## config.mk

```make
export PLATFORM = sky130hd
export DESIGN_NAME = triangle_wave_generator_core
export DESIGN_NICKNAME = d
export VERILOG_FILES = /design/src/twg_pkg.sv /design/src/twg_cfg.sv /design/src/twg_osc.sv /design/src/twg_mix.sv /design/src/triangle_wave_generator_core.sv
export SDC_FILE = /design/constraint.sdc
export NUM_CORES = 1
export LEC_CHECK = 0
export ABC_AREA = 0
export BUFFER_PORTS_ARGS = -buffer_cell sky130_fd_sc_hd__buf_2
export CORE_MARGIN = 4
export CORE_UTILIZATION = 45
export CTS_CLUSTER_DIAMETER = 200
export DETAILED_ROUTE_END_ITERATION = 12
export GPL_ROUTABILITY_DRIVEN = 0
export PLACE_DENSITY = 0.57
export SLEW_MARGIN = 20
export SYNTH_ARGS = -nofsm -noshare
export SYNTH_HDL_FRONTEND = slang
export SYNTH_SLANG_ARGS = --single-unit
```

## constraint.sdc

```tcl
create_clock -name clk -period 11.4 [get_ports clk]
set_input_delay 1.71 -clock clk [delete_from_list [all_inputs] [get_ports clk]]
set_output_delay 1.71 -clock clk [all_outputs]
set_load 0.1 [all_outputs]
```

## src/twg_pkg.sv

```systemverilog
// Types and constants shared by the triangle wave generator modules.
`timescale 1ns / 1ps

package twg_pkg;

	localparam int CFG_IDX_W  = 3;
	localparam int CFG_DATA_W = 16;
	localparam int LEVEL_W    = 17;
	localparam int VALUE_W    = 18;

	typedef enum logic [CFG_IDX_W-1:0] {
		REG_MODE          = 3'd0,
		REG_INITIAL_SLOPE = 3'd1,
		REG_PEAK_LEVEL    = 3'd2,
		REG_START_LEVEL   = 3'd3,
		REG_CLIP_LEVEL    = 3'd4,
		REG_STEP_RISING   = 3'd5,
		REG_STEP_FALLING  = 3'd6,
		REG_BIAS          = 3'd7
	} twg_reg_t;

	typedef struct packed {
		logic               mode;
		logic signed [15:0] initial_slope;
		logic        [14:0] peak_level;
		logic signed [15:0] start_level;
		logic signed [15:0] clip_level;
		logic signed [8:0]  slope_step_rising;
		logic signed [8:0]  slope_step_falling;
		logic signed [15:0] bias;
	} twg_cfg_t;

endpackage

```

## src/twg_cfg.sv

```systemverilog
// Configuration register file of the triangle wave generator.
`timescale 1ns / 1ps

module twg_cfg import twg_pkg::*; (
	input  logic                  clk,
	input  logic                  arst_n,
	input  logic                  wr_en,
	input  logic [CFG_IDX_W-1:0]  wr_index,
	input  logic [CFG_DATA_W-1:0] wr_data,
	output twg_cfg_t              cfg
);

	twg_cfg_t cfg_q;

	always_ff @(posedge clk or negedge arst_n) begin
		if (!arst_n) begin
			cfg_q.mode               <= 1'b0;
			cfg_q.initial_slope      <= 16'sd64;
			cfg_q.peak_level         <= 15'd16384;
			cfg_q.start_level        <= 16'sd0;
			cfg_q.clip_level         <= 16'sd32767;
			cfg_q.slope_step_rising  <= 9'sd0;
			cfg_q.slope_step_falling <= 9'sd0;
			cfg_q.bias               <= 16'sd0;
		end else if (wr_en) begin
			unique case (twg_reg_t'(wr_index))
				REG_MODE:          cfg_q.mode               <= wr_data[0];
				REG_INITIAL_SLOPE: cfg_q.initial_slope      <= wr_data[15:0];
				REG_PEAK_LEVEL:    cfg_q.peak_level         <= wr_data[14:0];
				REG_START_LEVEL:   cfg_q.start_level        <= wr_data[15:0];
				REG_CLIP_LEVEL:    cfg_q.clip_level         <= wr_data[15:0];
				REG_STEP_RISING:   cfg_q.slope_step_rising  <= wr_data[8:0];
				REG_STEP_FALLING:  cfg_q.slope_step_falling <= wr_data[8:0];
				REG_BIAS:          cfg_q.bias               <= wr_data[15:0];
				default: ;
			endcase
		end
	end

	assign cfg = cfg_q;

endmodule

```

## src/twg_osc.sv

```systemverilog
// Oscillator state and its per-word update: level, slope, direction and run start.
`timescale 1ns / 1ps

module twg_osc import twg_pkg::*; #(
	parameter int SLOPE_WIDTH = 24
) (
	input  logic                      clk,
	input  logic                      arst_n,
	input  twg_cfg_t                  cfg,
	input  logic                      step_en,
	input  logic                      last,
	output logic signed [VALUE_W-1:0] value
);

	localparam int LSUM_W = ((SLOPE_WIDTH > LEVEL_W) ? SLOPE_WIDTH : LEVEL_W) + 1;
	localparam int SSUM_W = SLOPE_WIDTH + 1;

	logic signed [LEVEL_W-1:0]     level_q, level_cur, level_clip, clip_ext, level_nxt;
	logic signed [SLOPE_WIDTH-1:0] slope_q, slope_cur, slope_nxt;
	logic                          rising_q, rising_cur, rising_nxt, fresh_q;
	logic signed [LSUM_W-1:0]      lvl_sum, lvl_tmp, peak_ext, floor_ext;
	logic signed [SSUM_W-1:0]      slope_sum, step_ext;

	always_comb begin
		// A fresh run takes its starting point from the registers for this word.
		level_cur  = fresh_q ? LEVEL_W'(cfg.start_level) : level_q;
		slope_cur  = fresh_q ? SLOPE_WIDTH'(cfg.initial_slope) : slope_q;
		rising_cur = fresh_q | rising_q;

		clip_ext   = LEVEL_W'(cfg.clip_level);
		level_clip = (level_cur < clip_ext) ? level_cur : clip_ext;
		if (cfg.mode) begin
			value = VALUE_W'(level_clip) - VALUE_W'(cfg.clip_level);
		end else begin
			value = VALUE_W'(level_clip) + VALUE_W'(cfg.bias);
		end

		lvl_sum = rising_cur ? (LSUM_W'(level_cur) + LSUM_W'(slope_cur))
		                     : (LSUM_W'(level_cur) - LSUM_W'(slope_cur));
		peak_ext  = LSUM_W'(signed'({1'b0, cfg.peak_level}));
		floor_ext = cfg.mode ? -peak_ext : '0;

		// The peak is tested first; the floor wins when the two overlap.
		lvl_tmp    = lvl_sum;
		rising_nxt = rising_cur;
		if (lvl_tmp >= peak_ext) begin
			lvl_tmp    = peak_ext;
			rising_nxt = 1'b0;
		end
		if (lvl_tmp <= floor_ext) begin
			lvl_tmp    = floor_ext;
			rising_nxt = 1'b1;
		end
		level_nxt = lvl_tmp[LEVEL_W-1:0];

		step_ext  = rising_cur ? SSUM_W'(cfg.slope_step_rising)
		                       : SSUM_W'(cfg.slope_step_falling);
		slope_sum = SSUM_W'(slope_cur) + step_ext;
		if (slope_sum[SSUM_W-1] != slope_sum[SSUM_W-2]) begin
			slope_nxt = slope_sum[SSUM_W-1] ? {1'b1, {(SLOPE_WIDTH-1){1'b0}}}
			                                : {1'b0, {(SLOPE_WIDTH-1){1'b1}}};
		end else begin
			slope_nxt = slope_sum[SLOPE_WIDTH-1:0];
		end
	end

	always_ff @(posedge clk or negedge arst_n) begin
		if (!arst_n) begin
			level_q  <= '0;
			slope_q  <= '0;
			rising_q <= 1'b1;
			fresh_q  <= 1'b1;
		end else if (step_en) begin
			level_q  <= level_nxt;
			slope_q  <= slope_nxt;
			rising_q <= rising_nxt;
			fresh_q  <= last;
		end
	end

endmodule

```

## src/twg_mix.sv

```systemverilog
// Saturating adder that mixes the oscillator value into a buffer sample.
`timescale 1ns / 1ps

module twg_mix import twg_pkg::*; #(
	parameter int SAMPLE_WIDTH = 16
) (
	input  logic signed [SAMPLE_WIDTH-1:0] existing,
	input  logic signed [VALUE_W-1:0]      value,
	output logic signed [SAMPLE_WIDTH-1:0] mixed,
	output logic                           sat
);

	localparam int SUM_W = ((SAMPLE_WIDTH > VALUE_W) ? SAMPLE_WIDTH : VALUE_W) + 1;

	logic signed [SUM_W-1:0]            sum;
	logic [SUM_W-SAMPLE_WIDTH:0]        upper;

	always_comb begin
		sum   = SUM_W'(existing) + SUM_W'(value);
		// The sum fits when every bit from the output sign upwards agrees.
		upper = sum[SUM_W-1:SAMPLE_WIDTH-1];
		sat   = !((&upper) || !(|upper));
		if (sat) begin
			mixed = sum[SUM_W-1] ? {1'b1, {(SAMPLE_WIDTH-1){1'b0}}}
			                     : {1'b0, {(SAMPLE_WIDTH-1){1'b1}}};
		end else begin
			mixed = sum[SAMPLE_WIDTH-1:0];
		end
	end

endmodule

```

## src/triangle_wave_generator_core.sv

```systemverilog
// Top level of the triangle wave generator: handshake, input stage and result register.
`timescale 1ns / 1ps

// The block takes one word per clock cycle and keeps that rate without gaps
// while the consumer takes every result. A result that waits at the output
// stalls the input once the input stage also holds a word. A word is accepted
// into an input stage; from there the oscillator update and the saturating
// mix run as a single pass of adds and compares, and the result is loaded into
// the output register when the input stage advances, which raises out_valid.
// The level and slope recurrence closes through the oscillator registers
// alone, and it sets the critical path. Register writes take effect on the
// next word processed; start_level and initial_slope are picked up at the
// start of each run.

module triangle_wave_generator_core import twg_pkg::*; #(
	parameter int SAMPLE_WIDTH = 16,
	parameter int SLOPE_WIDTH  = 24
) (
	input  logic                           clk,
	input  logic                           arst_n,
	input  logic                           in_valid,
	output logic                           in_ready,
	input  logic signed [SAMPLE_WIDTH-1:0] existing_sample,
	input  logic                           last_sample,
	output logic                           out_valid,
	input  logic                           out_ready,
	output logic signed [SAMPLE_WIDTH-1:0] mixed_sample,
	output logic                           clipped,
	output logic                           run_end,
	input  logic                           cfg_valid,
	output logic                           cfg_ready,
	input  logic [CFG_IDX_W-1:0]           cfg_index,
	input  logic [CFG_DATA_W-1:0]          cfg_data
);

	twg_cfg_t                      cfg;
	logic                          vld_s1, last_s1, adv_s1;
	logic signed [SAMPLE_WIDTH-1:0] existing_s1;
	logic signed [VALUE_W-1:0]      value;
	logic signed [SAMPLE_WIDTH-1:0] mixed;
	logic                           sat;
	logic                           out_vld_q, clipped_q, run_end_q;
	logic signed [SAMPLE_WIDTH-1:0] mixed_q;

	assign cfg_ready = 1'b1;

	twg_cfg u_cfg (
		.clk      (clk),
		.arst_n   (arst_n),
		.wr_en    (cfg_valid),
		.wr_index (cfg_index),
		.wr_data  (cfg_data),
		.cfg      (cfg)
	);

	// The input stage moves on whenever the output register is free or being emptied.
	assign adv_s1   = vld_s1 && (!out_vld_q || out_ready);
	assign in_ready = !vld_s1 || adv_s1;

	always_ff @(posedge clk or negedge arst_n) begin
		if (!arst_n) begin
			vld_s1 <= 1'b0;
		end else if (in_valid && in_ready) begin
			vld_s1 <= 1'b1;
		end else if (adv_s1) begin
			vld_s1 <= 1'b0;
		end
	end

	always_ff @(posedge clk) begin
		if (in_valid && in_ready) begin
			existing_s1 <= existing_sample;
			last_s1     <= last_sample;
		end
	end

	twg_osc #(
		.SLOPE_WIDTH (SLOPE_WIDTH)
	) u_osc (
		.clk     (clk),
		.arst_n  (arst_n),
		.cfg     (cfg),
		.step_en (adv_s1),
		.last    (last_s1),
		.value   (value)
	);

	twg_mix #(
		.SAMPLE_WIDTH (SAMPLE_WIDTH)
	) u_mix (
		.existing (existing_s1),
		.value    (value),
		.mixed    (mixed),
		.sat      (sat)
	);

	always_ff @(posedge clk or negedge arst_n) begin
		if (!arst_n) begin
			out_vld_q <= 1'b0;
		end else if (adv_s1) begin
			out_vld_q <= 1'b1;
		end else if (out_ready) begin
			out_vld_q <= 1'b0;
		end
	end

	always_ff @(posedge clk) begin
		if (adv_s1) begin
			mixed_q   <= mixed;
			clipped_q <= sat;
			run_end_q <= last_s1;
		end
	end

	assign out_valid    = out_vld_q;
	assign mixed_sample = mixed_q;
	assign clipped      = clipped_q;
	assign run_end      = run_end_q;

endmodule

```

### After elaboration in Yosys (flattened, before gate mapping)

Cells that the tools add are included.

* add/sub/neg operators: 7
* equality and inequality tests: 8
* bitwise operators: 1
* $lt $le $gt $ge: 3
* reductions and logical operators: 22
* multiplexer cells: 19

Operators with widths (count)
* $mux W25: 4
* $mux W24: 3
* $mux W17: 3
* $mux W16: 2
* $add A17 B24 Y25: 1
* $add A24 B25 Y25: 1
* $ge A25 B16 Y1: 1
* $le A25 B25 Y1: 1
* $neg A15 Y25: 1
* $sub A17 B24 Y25: 1
* $add A16 B18 Y19: 1
* $add A17 B16 Y18: 1
* $mux W18: 1
* $sub A17 B16 Y18: 1
* $lt A17 B16 Y1: 1
* $reduce_and A2 Y1: 8
* $eq A3 B3 Y1 const B: 4
* $eq A3 B2 Y1 const B: 2
* $mux W1: 6
* $logic_not A1 Y1: 4
* $reduce_and A4 Y1: 1
* $reduce_bool A2 Y1: 2
* $reduce_or A4 Y1: 1
* $eq A3 B1 Y1 const B: 1
* 5 further kinds: 8

* output and inout port bits: 21
* bits in registers: 178
* input port bits: 41
* word-level logic and storage cells: 79

### Longest topological paths before layout

* depth after elaboration: 10
* depth in mapped cells: 45
* mapped depth without buffers: 39

### By module

From an unflattened synthesis, not the netlist that was laid out.

* cells, all modules: 1672
* area total of the unflattened synthesis: 15554.9 µm²

By module, submodules not included
* twg_osc: area each 9171.3 µm², seq. area each 1078.5 µm², cells an instance 1228, instances 1
* twg_cfg: area each 3941.3 µm², seq. area each 2473.6 µm², cells an instance 216, instances 1
* twg_mix: area each 1276.2 µm², seq. area each 0.0 µm², cells an instance 183, instances 1
* triangle_wave_generator_core: area each 1166.1 µm², seq. area each 1101.1 µm², cells an instance 45, instances 1

### Least setup slack after synthesis

Ideal clock, no wire load.

* path type: reg-to-reg
* from: reg u_osc.fresh_q
* to: reg u_osc.level_q[12]
* clock period less this slack: 9460 ps
* buffers on the path: 9
* library setup time: 104 ps
* setup slack: 1940 ps
* data arrival time: 9356 ps
* data required time: 11296 ps
* stages on the path, launching flop included: 45
* cells stage by stage: dfstp_2 -> clkbuf_1 -> buf_2 -> buf_2 -> buf_1 -> clkbuf_1 -> or2_0 -> clkbuf_1 -> nor2_1 -> xnor2_1 -> ha_1 -> a2111oi_4 -> o21ai_2 -> a21o_1 -> a21oi_1 -> o21bai_1 -> a21oi_1 -> xnor2_1 -> [... 9 more ...] -> buf_2 -> mux2i_1 -> inv_1 -> ha_1 -> nor2b_1 -> o21a_1 -> o21a_1 -> o21a_1 -> o211ai_1 -> a21boi_0 -> o31ai_1 -> a21oi_1 -> a31oi_1 -> and2_1 -> clkbuf_1 -> clkbuf_1 -> nor2_1 -> o311ai_1

* word-level cells in the longest chain between the ends: 7
* elaborated cells on any way between the ends: 10
* classes of those cells: add/sub (2); order compare (2); mux (5); bitwise (1)

RTL lines
* start: declaration: line twg_osc.sv:20 `logic rising_q, rising_cur, rising_nxt, fresh_q;`
* start signal: assignment: line twg_osc.sv:77 `fresh_q <= last;`
* $mux W17 or $mux W24 (tied branches): line twg_osc.sv:26, twg_osc.sv:27
* $sub A17 B24 Y25 or $add A17 B24 Y25 (tied branches): line twg_osc.sv:39, twg_osc.sv:38
* $mux W25 *: line twg_osc.sv:38 `lvl_sum = rising_cur ? (LSUM_W'(level_cur) + LSUM_W'(slope_cur))`
* $ge A25 B16 Y1: line twg_osc.sv:46 `if (lvl_tmp >= peak_ext) begin`
* $mux W25 *: line twg_osc.sv:46
* $le A25 B25 Y1: line twg_osc.sv:50 `if (lvl_tmp <= floor_ext) begin`
* $mux W17 *: line twg_osc.sv:50
* end signal: assignment: line twg_osc.sv:74 `level_q <= level_nxt;`
* end: declaration: line twg_osc.sv:18 `logic signed [LEVEL_W-1:0] level_q, level_cur, level_clip, clip_ext, level_nxt;`

Every way passes the cells marked *; elsewhere a longest branch is shown, timed or not.
A chain may end at the register's enable or synchronous reset.

### Worst setup path after layout

Ends and elaborated chain as after synthesis.

==> results.toml <==
[timing]
setup_viol = 0
slew_viol_final = 0
tightest_slew_ns = 1.124
min_period_ns = 10.14
setup_tns_ns = 0
hold_viol = 0
fin_worst_skew_ns = 0.01343
clock.fmax_mhz = 98.58
max_slew_margin_pct = 24.70
grt_setup_unrepaired = "false"
timing.final.crit_share_pct = 88.98

[layout]
area_growth_pct = 8.928
fin_util_pct = 50.20
antennaDiodeCount = 0
nets = 1922
drive_above_1_share_pct = 13.84

[synth]
syn_inst = 1706
synth_ff_type = "dfrtp_1"
synth_edf_count = 35
ys_warn_count = 0
synthArstFlopShare_pct = 80.34
synth-simple-area-share_pct = 17.74
ys_types = 75
synth_seq_area_share_pct = 31.59
synth_xor_area_share_pct = 5.946
synthMuxAreaShare_pct = 9.336
synth_compound_area_share_pct = 18.62
synth_top_family_by_area = "compound AO/OA/AOI/OAI gates"
netlist_area_um2 = 14730
synth_seq_cells = 178
synth_area_per_cell_um2 = 8.634
synthAdderAreaFrac_pct = 12.52
synthesis.nets = 1892

[routing]
drt_iter0_drc = 820
firstDrtPassIters = 7
ant_nets = 0
drc = 0
wirelength_mm = 41.01
viasPerCell = 5.699
via_count = 12446
wire_per_inst_um = 18.78

[global_routing]
antenna_found_initial = 3
grt_usage_pct = 22.98
grt.overflow.total = 0
grt_max_degree = 79
grt_pass1_wl_mm = 65.46
grt_pass1_vias = 11924

[setup_path]
arrival_ns = 10.49
required_ns = 11.75
cp-end-kind = "flop"
path_delay_family = "compound AO/OA/AOI/OAI gates"
crit_fanout = 39
cp-start-kind = "flop"
cp.depth = 37
critPathMostFrequentCell = "o21a_1"
critPathMaxStageDelay_ns = 0.91
reg2regPathDepth = 37
critical_path_class = "reg2reg"
slowest_stage = "dfstp_2"
critPathBufInv = 3

[die]
die_w_um = 188.9
die_area_um2 = 35690
initial_utilization_pct = 46.08
io_pins = 62
die_y_um = 188.9
core-area_um2 = 31960
core.rowCount = 65

[cts]
cts_setup_buffers = 0
htreeDepth = 4
cts_resized = 0
cts-root-buf = "clkbuf_16"
path_clk_slew_ns = 0.08
cts.sinks = 178
clock_latency_ns = 0.46
cts_hold_buf = 0
clk_path_buf_depth = 2
cts_tree = "yes"
cts_buffers = 17

[worst_hold_path]
min_path_cells = 2
hold_class = "reg2reg"

[flow_run]
drv_cap = 0

[outcome]
status = "finished, final reports clean"

[placement]
dpl.hpwl_mm = 31.70
portBuffers = 60
## layout make-up
| type | count | area [um2] |
|---|---|---|
| Sequential cell | 178 | 4653 |
| Tap cell | 435 | 544.3 |
| Fill cell | 3110 | 15920 |
| Timing Repair Buffer | 76 | 434.2 |
| Inverter | 96 | 360.3 |
| Multi-Input combinational cell | 1367 | 9482 |
| Clock inverter | 14 | 141.4 |
| Clock buffer | 18 | 429.2 |
## worst reg2reg max path, delay by kind of cell (launching register included)
family,cells,cell delay [ns]
simple gates,10,2.91
fa+ha+maj,3,0.89
buf+inv,3,0.86
xor+xnor,2,0.35
compound gates,17,3.39
flops,1,0.91
mux,2,0.74
## placed cells by master, fill, tap and decap left out, types with 19 or more instances in the layout
master    count
nand3_1      31
inv_1        96
nor2_1      160
nor2b_1      21
o21ai_0     135
edfxtp_1     35
nand2_1     159
dfrtp_1     124
dfstp_2      19
xor2_1       30
xnor2_1      70
a21o_1       32
nand2b_1     20
o21a_1       19
mux2_2       91
a21oi_1     134
nor3_1       50
ha_1        141
buf_2        59
mux2i_1      35
## per-layer routing
metal  vias to the layer above  part of all wire (%)  GRT usage [%]
met5                         -                 0.076              0
met4                         4                   1.7          5.213
met3                        50                   5.4          4.499
met2                       290                    43          34.82
met1                      5902                    50          34.04
li1                       6200                     -              -
## state kept, by name (all words and copies together) (netlist names)
register	flops
u_osc.slope_q	24
vld_s1	1
u_cfg.cfg	98
u_osc.rising_q	1
clipped	1
out_valid	1
existing_s1	16
run_end	1
last_s1	1
u_osc.level_q	17
u_osc.fresh_q	1
mixed_sample	16
## through the flow
step	hold WS (ns)	cells	instance area, um2	setup WS, ns
floorplan	0.4262	1706	14730	1.940
global placement	0.4727	2151	15450	1.686
detailed placement	0.4748	2151	15460	1.423
CTS	0.4932	2183	16030	1.388
global route	0.5150	2184	16040	0.4957
finish	0.4878	2184	16040	1.256
## path summary, 6_finish.rpt
kind                             startpoint           endpoint  slack [ns]
hold / removal             u_osc.slope_q[1]   u_osc.slope_q[1]        0.49
hold reg to reg            u_osc.slope_q[1]   u_osc.slope_q[1]        0.49
min in group asynchronous            arst_n             vld_s1        1.27
setup / recovery              u_osc.fresh_q  u_osc.level_q[12]        1.26
setup reg to reg              u_osc.fresh_q  u_osc.level_q[12]        1.26
max in group asynchronous            arst_n      u_cfg.cfg[23]        8.97
## cell families (layout without fill, tap and decap cells)
family | count (synthesis) | count (layout)
buf+inv | 161 | 204
fa+ha+maj | 145 | 145
compound gates | 448 | 448
simple gates | 547 | 547
other cells | 1 | 1
flops | 178 | 178
xor+xnor | 100 | 100
mux | 126 | 126
## cell usage after synthesis, drive strengths merged, types with 7 or more instances
library cell  number  area share (%)
or3                8            0.34
a2111oi           13            0.90
or2                9            0.38
a22oi              8            0.41
mux2i             35             2.4
dfrtp            124              21
nand4             11            0.47
xnor2             70             4.2
a21o              32             1.6
and3              10            0.42
a21boi             7            0.36
dfstp             19             3.4
a31oi             12            0.51
inv               96             2.4
buf               10            0.37
nor4              14            0.59
ha               141              12
o21a              19            0.97
nor2             160             4.1
nand2            160             4.1
and2              10            0.42
or4               13            0.66
and4               8            0.49
nor2b             21            0.89
nor3              51             1.7
clkbuf            55             1.4
a21oi            135             4.6
mux2              91             7.0
o21bai            12            0.61
xor2              30             1.8
nand2b            20            0.85
o21ai            146             5.0
nor3b              9            0.49
edfxtp            35             7.1
o211ai            17            0.87
nand3             31             1.1
Power is not shown: default switching activity piles up to over one toggle a cycle in this logic, so the estimate is an artifact.
